## config.mk

```make
export PLATFORM = sky130hd
export DESIGN_NAME = poi_ctrl
export DESIGN_NICKNAME = d
export VERILOG_FILES = /design/src/rtl/poi_pkg.sv /design/src/rtl/poi_ctrl.sv
export SDC_FILE = /design/constraint.sdc
export NUM_CORES = 1
export LEC_CHECK = 0
export BUFFER_PORTS_ARGS = -buffer_cell sky130_fd_sc_hd__buf_2
export CORE_MARGIN = 5
export CORE_UTILIZATION = 40
export DETAILED_ROUTE_END_ITERATION = 12
export GPL_TIMING_DRIVEN = 0
export HOLD_SLACK_MARGIN = 0.12
export SLEW_MARGIN = 20
export SYNTH_ARGS = -nofsm -noshare
export SYNTH_HDL_FRONTEND = slang
export SYNTH_SLANG_ARGS = --single-unit
```

## constraint.sdc

```tcl
create_clock -name clk -period 7.3 [get_ports clk]
set_clock_uncertainty 0.05 [all_clocks]
set_input_delay 0.73 -clock clk [delete_from_list [all_inputs] [get_ports clk]]
set_output_delay 0.73 -clock clk [all_outputs]
set_load 0.05 [all_outputs]
```

## src/rtl/poi_pkg.sv

```systemverilog
`timescale 1ns / 1ps
// ----------------------------------------------------------------------------
// Planar odometry integrator package
// Shared constants, datapath command codes and arithmetic helpers.
// ----------------------------------------------------------------------------
package poi_pkg;

  localparam logic [19:0] MAX_GAP_RESET = 20'd104858;

  localparam logic signed [22:0] PI_Q16     = 23'sd205887;
  localparam logic signed [22:0] NEG_PI_Q16 = -23'sd205887;
  localparam logic signed [22:0] TWO_PI_Q16 = 23'sd411775;

  localparam logic [31:0] HALF_PI_Q30 = 32'd1686629713;
  localparam logic [31:0] PI_Q30      = 32'd3373259426;
  localparam logic [30:0] ONE_Q30     = 31'h4000_0000;
  localparam logic [31:0] ROUND_Q14   = 32'd8192;

  localparam logic [1:0] ST_INTEG = 2'd0;
  localparam logic [1:0] ST_FIRST = 2'd1;
  localparam logic [1:0] ST_GAP   = 2'd2;
  localparam logic [1:0] ST_POSE  = 2'd3;

  typedef enum logic [4:0] {
    CMD_NONE,
    CMD_LOAD,
    CMD_SIMPLE,
    CMD_REDUCE,
    CMD_MUL_RR,
    CMD_R2,
    CMD_H_MUL,
    CMD_H_RCP,
    CMD_H_QUO,
    CMD_H_UPD,
    CMD_MUL_SR,
    CMD_SV,
    CMD_SC,
    CMD_V1,
    CMD_V2,
    CMD_V3,
    CMD_V4,
    CMD_V5,
    CMD_GX1,
    CMD_GX2,
    CMD_GX3,
    CMD_GY1,
    CMD_GY2,
    CMD_GY3,
    CMD_W1,
    CMD_COMMIT,
    CMD_PUBLISH
  } cmd_t;

  typedef struct packed {
    cmd_t       cmd;
    logic [2:0] k;
    logic       use_cos;
  } ctl_t;

  // floor(2^32 / d) for the Horner divisors
  function automatic logic [31:0] horner_recip(input logic use_cos, input logic [2:0] k);
    logic [31:0] m;
    case ({use_cos, k})
      4'h0: m = 32'd715827882;
      4'h1: m = 32'd214748364;
      4'h2: m = 32'd102261126;
      4'h3: m = 32'd59652323;
      4'h4: m = 32'd39045157;
      4'h5: m = 32'd27531841;
      4'h6: m = 32'd20452225;
      4'h7: m = 32'd15790320;
      4'h8: m = 32'd2147483648;
      4'h9: m = 32'd357913941;
      4'hA: m = 32'd143165576;
      4'hB: m = 32'd76695844;
      4'hC: m = 32'd47721858;
      4'hD: m = 32'd32537631;
      4'hE: m = 32'd23598721;
      default: m = 32'd17895697;
    endcase
    return m;
  endfunction

  function automatic logic [8:0] horner_div(input logic use_cos, input logic [2:0] k);
    logic [8:0] d;
    case ({use_cos, k})
      4'h0: d = 9'd6;
      4'h1: d = 9'd20;
      4'h2: d = 9'd42;
      4'h3: d = 9'd72;
      4'h4: d = 9'd110;
      4'h5: d = 9'd156;
      4'h6: d = 9'd210;
      4'h7: d = 9'd272;
      4'h8: d = 9'd2;
      4'h9: d = 9'd12;
      4'hA: d = 9'd30;
      4'hB: d = 9'd56;
      4'hC: d = 9'd90;
      4'hD: d = 9'd132;
      4'hE: d = 9'd182;
      default: d = 9'd240;
    endcase
    return d;
  endfunction

  function automatic logic signed [18:0] wrap_heading(input logic signed [22:0] h);
    logic signed [22:0] w;
    w = h;
    if (w > PI_Q16) begin
      w = w - TWO_PI_Q16;
    end else if (w < NEG_PI_Q16) begin
      w = w + TWO_PI_Q16;
    end
    if (w > PI_Q16) begin
      w = PI_Q16;
    end
    if (w < NEG_PI_Q16) begin
      w = NEG_PI_Q16;
    end
    return w[18:0];
  endfunction

endpackage

```

## src/rtl/poi_ctrl.sv

```systemverilog
`timescale 1ns / 1ps
// ----------------------------------------------------------------------------
// Planar odometry integrator controller
// Sequences the shared multiplier, the Horner steps and the result handshake.
// ----------------------------------------------------------------------------
module poi_ctrl (
  input  logic          clk,
  input  logic          rst,
  input  logic          in_valid,
  output logic          in_ready,
  output logic          out_valid,
  input  logic          out_ready,
  input  logic          need_integ,
  output poi_pkg::ctl_t ctl
);

  typedef enum logic [24:0] {
    S_IDLE    = 25'h0000001,
    S_DECIDE  = 25'h0000002,
    S_RR      = 25'h0000004,
    S_R2      = 25'h0000008,
    S_HMUL    = 25'h0000010,
    S_HRCP    = 25'h0000020,
    S_HQUO    = 25'h0000040,
    S_HUPD    = 25'h0000080,
    S_MSR     = 25'h0000100,
    S_SV      = 25'h0000200,
    S_SC      = 25'h0000400,
    S_V1      = 25'h0000800,
    S_V2      = 25'h0001000,
    S_V3      = 25'h0002000,
    S_V4      = 25'h0004000,
    S_V5      = 25'h0008000,
    S_GX1     = 25'h0010000,
    S_GX2     = 25'h0020000,
    S_GX3     = 25'h0040000,
    S_GY1     = 25'h0080000,
    S_GY2     = 25'h0100000,
    S_GY3     = 25'h0200000,
    S_W1      = 25'h0400000,
    S_COMMIT  = 25'h0800000,
    S_PUBLISH = 25'h1000000
  } state_t;

  state_t       state, state_next;
  logic [2:0]   k, k_next;
  logic         use_cos, use_cos_next;
  poi_pkg::cmd_t cmd;

  assign in_ready    = (state == S_IDLE);
  assign ctl.cmd     = cmd;
  assign ctl.k       = k;
  assign ctl.use_cos = use_cos;

  always_comb begin
    state_next   = state;
    k_next       = k;
    use_cos_next = use_cos;
    cmd          = poi_pkg::CMD_NONE;
    case (state)
      S_IDLE: begin
        if (in_valid) begin
          cmd        = poi_pkg::CMD_LOAD;
          state_next = S_DECIDE;
        end
      end
      S_DECIDE: begin
        if (need_integ) begin
          cmd        = poi_pkg::CMD_REDUCE;
          state_next = S_RR;
        end else begin
          cmd        = poi_pkg::CMD_SIMPLE;
          state_next = S_PUBLISH;
        end
      end
      S_RR: begin
        cmd        = poi_pkg::CMD_MUL_RR;
        state_next = S_R2;
      end
      S_R2: begin
        cmd          = poi_pkg::CMD_R2;
        k_next       = 3'd7;
        use_cos_next = 1'b0;
        state_next   = S_HMUL;
      end
      S_HMUL: begin
        cmd        = poi_pkg::CMD_H_MUL;
        state_next = S_HRCP;
      end
      S_HRCP: begin
        cmd        = poi_pkg::CMD_H_RCP;
        state_next = S_HQUO;
      end
      S_HQUO: begin
        cmd        = poi_pkg::CMD_H_QUO;
        state_next = S_HUPD;
      end
      S_HUPD: begin
        cmd = poi_pkg::CMD_H_UPD;
        if (k == 3'd0) begin
          state_next = use_cos ? S_SC : S_MSR;
        end else begin
          k_next     = k - 3'd1;
          state_next = S_HMUL;
        end
      end
      S_MSR: begin
        cmd        = poi_pkg::CMD_MUL_SR;
        state_next = S_SV;
      end
      S_SV: begin
        cmd          = poi_pkg::CMD_SV;
        k_next       = 3'd7;
        use_cos_next = 1'b1;
        state_next   = S_HMUL;
      end
      S_SC: begin
        cmd        = poi_pkg::CMD_SC;
        state_next = S_V1;
      end
      S_V1: begin
        cmd        = poi_pkg::CMD_V1;
        state_next = S_V2;
      end
      S_V2: begin
        cmd        = poi_pkg::CMD_V2;
        state_next = S_V3;
      end
      S_V3: begin
        cmd        = poi_pkg::CMD_V3;
        state_next = S_V4;
      end
      S_V4: begin
        cmd        = poi_pkg::CMD_V4;
        state_next = S_V5;
      end
      S_V5: begin
        cmd        = poi_pkg::CMD_V5;
        state_next = S_GX1;
      end
      S_GX1: begin
        cmd        = poi_pkg::CMD_GX1;
        state_next = S_GX2;
      end
      S_GX2: begin
        cmd        = poi_pkg::CMD_GX2;
        state_next = S_GX3;
      end
      S_GX3: begin
        cmd        = poi_pkg::CMD_GX3;
        state_next = S_GY1;
      end
      S_GY1: begin
        cmd        = poi_pkg::CMD_GY1;
        state_next = S_GY2;
      end
      S_GY2: begin
        cmd        = poi_pkg::CMD_GY2;
        state_next = S_GY3;
      end
      S_GY3: begin
        cmd        = poi_pkg::CMD_GY3;
        state_next = S_W1;
      end
      S_W1: begin
        cmd        = poi_pkg::CMD_W1;
        state_next = S_COMMIT;
      end
      S_COMMIT: begin
        cmd        = poi_pkg::CMD_COMMIT;
        state_next = S_PUBLISH;
      end
      S_PUBLISH: begin
        if (!out_valid || out_ready) begin
          cmd        = poi_pkg::CMD_PUBLISH;
          state_next = S_IDLE;
        end
      end
      default: begin
        state_next = S_IDLE;
      end
    endcase
  end

  always_ff @(posedge clk) begin
    if (rst) begin
      state     <= S_IDLE;
      k         <= 3'd0;
      use_cos   <= 1'b0;
      out_valid <= 1'b0;
    end else begin
      state   <= state_next;
      k       <= k_next;
      use_cos <= use_cos_next;
      if (cmd == poi_pkg::CMD_PUBLISH) begin
        out_valid <= 1'b1;
      end else if (out_ready) begin
        out_valid <= 1'b0;
      end
    end
  end

endmodule

```

==> impl_metrics.yaml <==
global_route:
  largest_net_degree_at_the_start_of_global_routing: 11
  groute.usage.overall: 0.1618
  grt_pass1_wl_mm: 7.010
  grt_antenna_before_repair: 0
  first_global_vias: 1429
  gr-total-overflow: 0
drt:
  drc: 0
  ant_nets: 0
  vias: 1555
  initialDrtViolationCount: 122
  drt-total-wl_mm: 4.124
  routedWlPerCell_um: 15.27
  total_iterations_of_the_first_detailed_routing_run: 4
  routed_via_density: 5.759
clock_tree:
  cts_root_buf: "sky130_fd_sc_hd__clkbuf_8"
  cts.path.max_buffers: 2
  numClockSinks: 30
  cts_tree: "done"
  clk_transition_reported_paths_ns: 0.06
  ctsResizeCount: 0
  cts_setup_buffers: 0
  worstSkewPairLatency_ns: 0.28
  h-tree-depth: 2
  postCtsHoldBufs: 0
  cts-buffers-inserted: 5
timing:
  grt_setup_unrepaired: "false"
  maxClockFrequency_mhz: 250.8
  finalHoldViolations: 0
  post-route-period-util: 0.5461
  slew_viol_final: 0
  fin_ws_ns: 3.313
  max_slew.worst_pin.slew_ns: 0.7684
  final.hold.worst_slack_ns: 0.4263
  setup_viol: 0
  timing.setup.tns_ns: 0
  layout_min_cycle_time_ns: 3.987
  slew-limit-headroom: 0.4835
hold_path:
  worstHoldPathType: "reg -> reg"
power_and_ir_drop:
  maximum_resistive_drop_on_vdd_uv: 91.26
  power_density_nw_per_um2: 182.1
  power_leakage_nw: 0.7382
synth:
  ys.warnings.count: 0
  yosys.cell_types.count: 44
  number_of_instances_in_the_synthesized_netlist: 198
  avgSynthCellArea_sq_um: 8.556
  yosys.area.top_type: "sky130_fd_sc_hd__dfxtp_1"
  syn-cell-area_sq_um: 1694
  yosysSeqAreaShare: 0.3545
  synth_top_area_frac: 0.3545
  asyncSetResetFlopFracSynth: 0
  synth_enable_flop_cells: 0
  post_synth_net_total: 205
  synth_area_leaders: "sky130_fd_sc_hd__dfxtp_1 (35%), sky130_fd_sc_hd__nor4b_1 (8.3%), sky130_fd_sc_hd__nor2_1 (6.0%), sky130_fd_sc_hd__nand4_1 (4.1%), sky130_fd_sc_hd__nor4_1 (3.3%)"
  synth.ff_latch_count: 30
  ys.flop_type: "sky130_fd_sc_hd__dfxtp_1"
final_layout:
  final_nets: 226
  insertedDiodeCount: 0
  layout.cells.non_filler: 270
  syn2layout_area_growth_pct: 13.22
  stdcell_area_sq_um: 1918
  drive_gt1_frac: 0.1682
setup_path:
  setup.worst_path.class: "reg -> out"
  timing.critical_path.fanout_max: 9
  worstSetupStartpointType: "flop"
  worst_ep_required_time_ns: 6.52
  worst_path_largest_cell_delay_ns: 0.72
  cp_data_arrival_time_ns: 3.21
  crit_slowest_cell: "sky130_fd_sc_hd__nor4_2"
  timing.critical_path.cells: "nor4_2, and2_0, clkbuf_1, nor4b_1, nand4b_1, and3_1, nand4_1, buf_2"
  end_kind: "output pin"
floorplanning:
  floorplan.initialDensity: 0.4175
  core_area_sq_um: 4058
  io-pin-count: 16
  rows: 23
  dieArea_sq_um: 5637
  floorplan.die.width_um: 75.08
  die_height_um: 75.08
run:
  drv.max_cap_violation_count: 0
run_status:
  run_status: "finished, final reports clean"
place:
  place.detailed.instances: 262
  placement.setup.worst_slack_ns: 3.688
  area_of_placed_instances_sq_um: 1827
  io_buffer_count: 14
  detailedPlacementHpwl_mm: 3.133
  finalWeightedCongestion: 0.8479
flip-flops by register name (all words and copies together), names as in the netlist:
name / cells
out_valid: 1
k: 3
use_cos: 1
state: 25
layout make-up:
cell class | instances | area, sq um
plain buffers | 10 | 52.55
clock buffers | 7 | 86.33
clock inverters | 1 | 5.005
fillers | 401 | 2140
inverters | 6 | 22.52
multi-input cells | 152 | 1018
flip-flops and latches | 30 | 600.6
well taps | 50 | 62.56
repair buffers | 14 | 70.07
layer usage:
metal	GRT usage	up-vias	part of all wire
met1	0.2415	705	0.51
met3	0.04005	8	0.061
li1	-	791	-
met5	0	-	0
met4	0.04743	0	0.017
met2	0.2282	51	0.41
worst max-delay path: cells and delay by family, from the launching register on:
kind	cells	cell delay, ns
AND/OR/NAND/NOR	6	2.04
buffers and inverters	2	0.51
flip-flops	1	0.37
report_power, final:
part	internal, mW	switching, mW	total, mW
Clock	0.0759	0.0604	0.136
Combinational	0.0155	0.0305	0.0460
Sequential	0.165	0.00186	0.167
synth_stat cells (2+ instances only):
cell,instances
sky130_fd_sc_hd__a21oi_1,3
sky130_fd_sc_hd__xor2_1,2
sky130_fd_sc_hd__o21ai_0,2
sky130_fd_sc_hd__nor2_1,27
sky130_fd_sc_hd__buf_2,3
sky130_fd_sc_hd__inv_1,6
sky130_fd_sc_hd__nand2b_1,4
sky130_fd_sc_hd__dfxtp_1,30
sky130_fd_sc_hd__clkbuf_1,5
sky130_fd_sc_hd__nand4b_1,3
sky130_fd_sc_hd__or4_1,6
sky130_fd_sc_hd__nor4b_1,16
sky130_fd_sc_hd__nor4_1,9
sky130_fd_sc_hd__and3_1,2
sky130_fd_sc_hd__nand3_1,11
sky130_fd_sc_hd__nor3b_1,2
sky130_fd_sc_hd__nor4_2,2
sky130_fd_sc_hd__a211oi_1,2
sky130_fd_sc_hd__xnor2_1,5
sky130_fd_sc_hd__nand2_1,5
sky130_fd_sc_hd__nor3_2,2
sky130_fd_sc_hd__and4_1,2
sky130_fd_sc_hd__nor2b_1,7
sky130_fd_sc_hd__nand4_1,11
sky130_fd_sc_hd__o211ai_1,4
sky130_fd_sc_hd__ha_1,2
sky130_fd_sc_hd__nor3_1,8
cells in the final DEF, fill, tap and decap left out, types with 4 or more instances in the layout:
| cell type | instances |
|---|---|
| sky130_fd_sc_hd__buf_2 | 17 |
| sky130_fd_sc_hd__xnor2_1 | 5 |
| sky130_fd_sc_hd__dfxtp_1 | 30 |
| sky130_fd_sc_hd__nor2_1 | 27 |
| sky130_fd_sc_hd__o211ai_1 | 4 |
| sky130_fd_sc_hd__nor3_1 | 8 |
| sky130_fd_sc_hd__clkbuf_8 | 6 |
| sky130_fd_sc_hd__nand4_1 | 11 |
| sky130_fd_sc_hd__nand2b_1 | 4 |
| sky130_fd_sc_hd__inv_1 | 6 |
| sky130_fd_sc_hd__nand3_1 | 11 |
| sky130_fd_sc_hd__clkbuf_1 | 6 |
| sky130_fd_sc_hd__nor2b_1 | 7 |
| sky130_fd_sc_hd__nor4b_1 | 16 |
| sky130_fd_sc_hd__nand2_1 | 5 |
| sky130_fd_sc_hd__nor4_1 | 9 |
| sky130_fd_sc_hd__or4_1 | 6 |
kinds of logic (layout without fill, tap and decap cells):
logic type               after synthesis  after routing  synth area share
AND/OR/NAND/NOR                      125            125            0.4690
flip-flops                            30             30            0.3545
buffers and inverters                 16             38           0.04431
AO/OA/AOI/OAI                         18             18           0.08125
adder cells (fa/ha/maj)                2              2           0.01477
XOR/XNOR                               7              7           0.03619
path summary, 6_finish.rpt:
check	from	endpoint	slack, ns	depth (start not counted)
worst max-delay path	state[4]	ctl[4]	3.31	8
worst min-delay path	use_cos	state[8]	0.43	1
worst min register to register	use_cos	state[8]	0.43	1
worst max register to register	state[4]	state[0]	4.50	7
stage by stage:
| stage | total power, mW | utilization |
|---|---|---|
| 6_report | 0.3493 | 0.4727 |
| 5_1_grt | 0.3655 | 0.4727 |
| 4_1_cts | 0.3529 | 0.4727 |
| 3_5_place_dp | 0.2158 | 0.4502 |
| 3_3_place_gp | 0.2164 | 0.4502 |
| 2_1_floorplan | 0.2060 | - |
No activity file was read; power rests on OpenSTA's default activity.
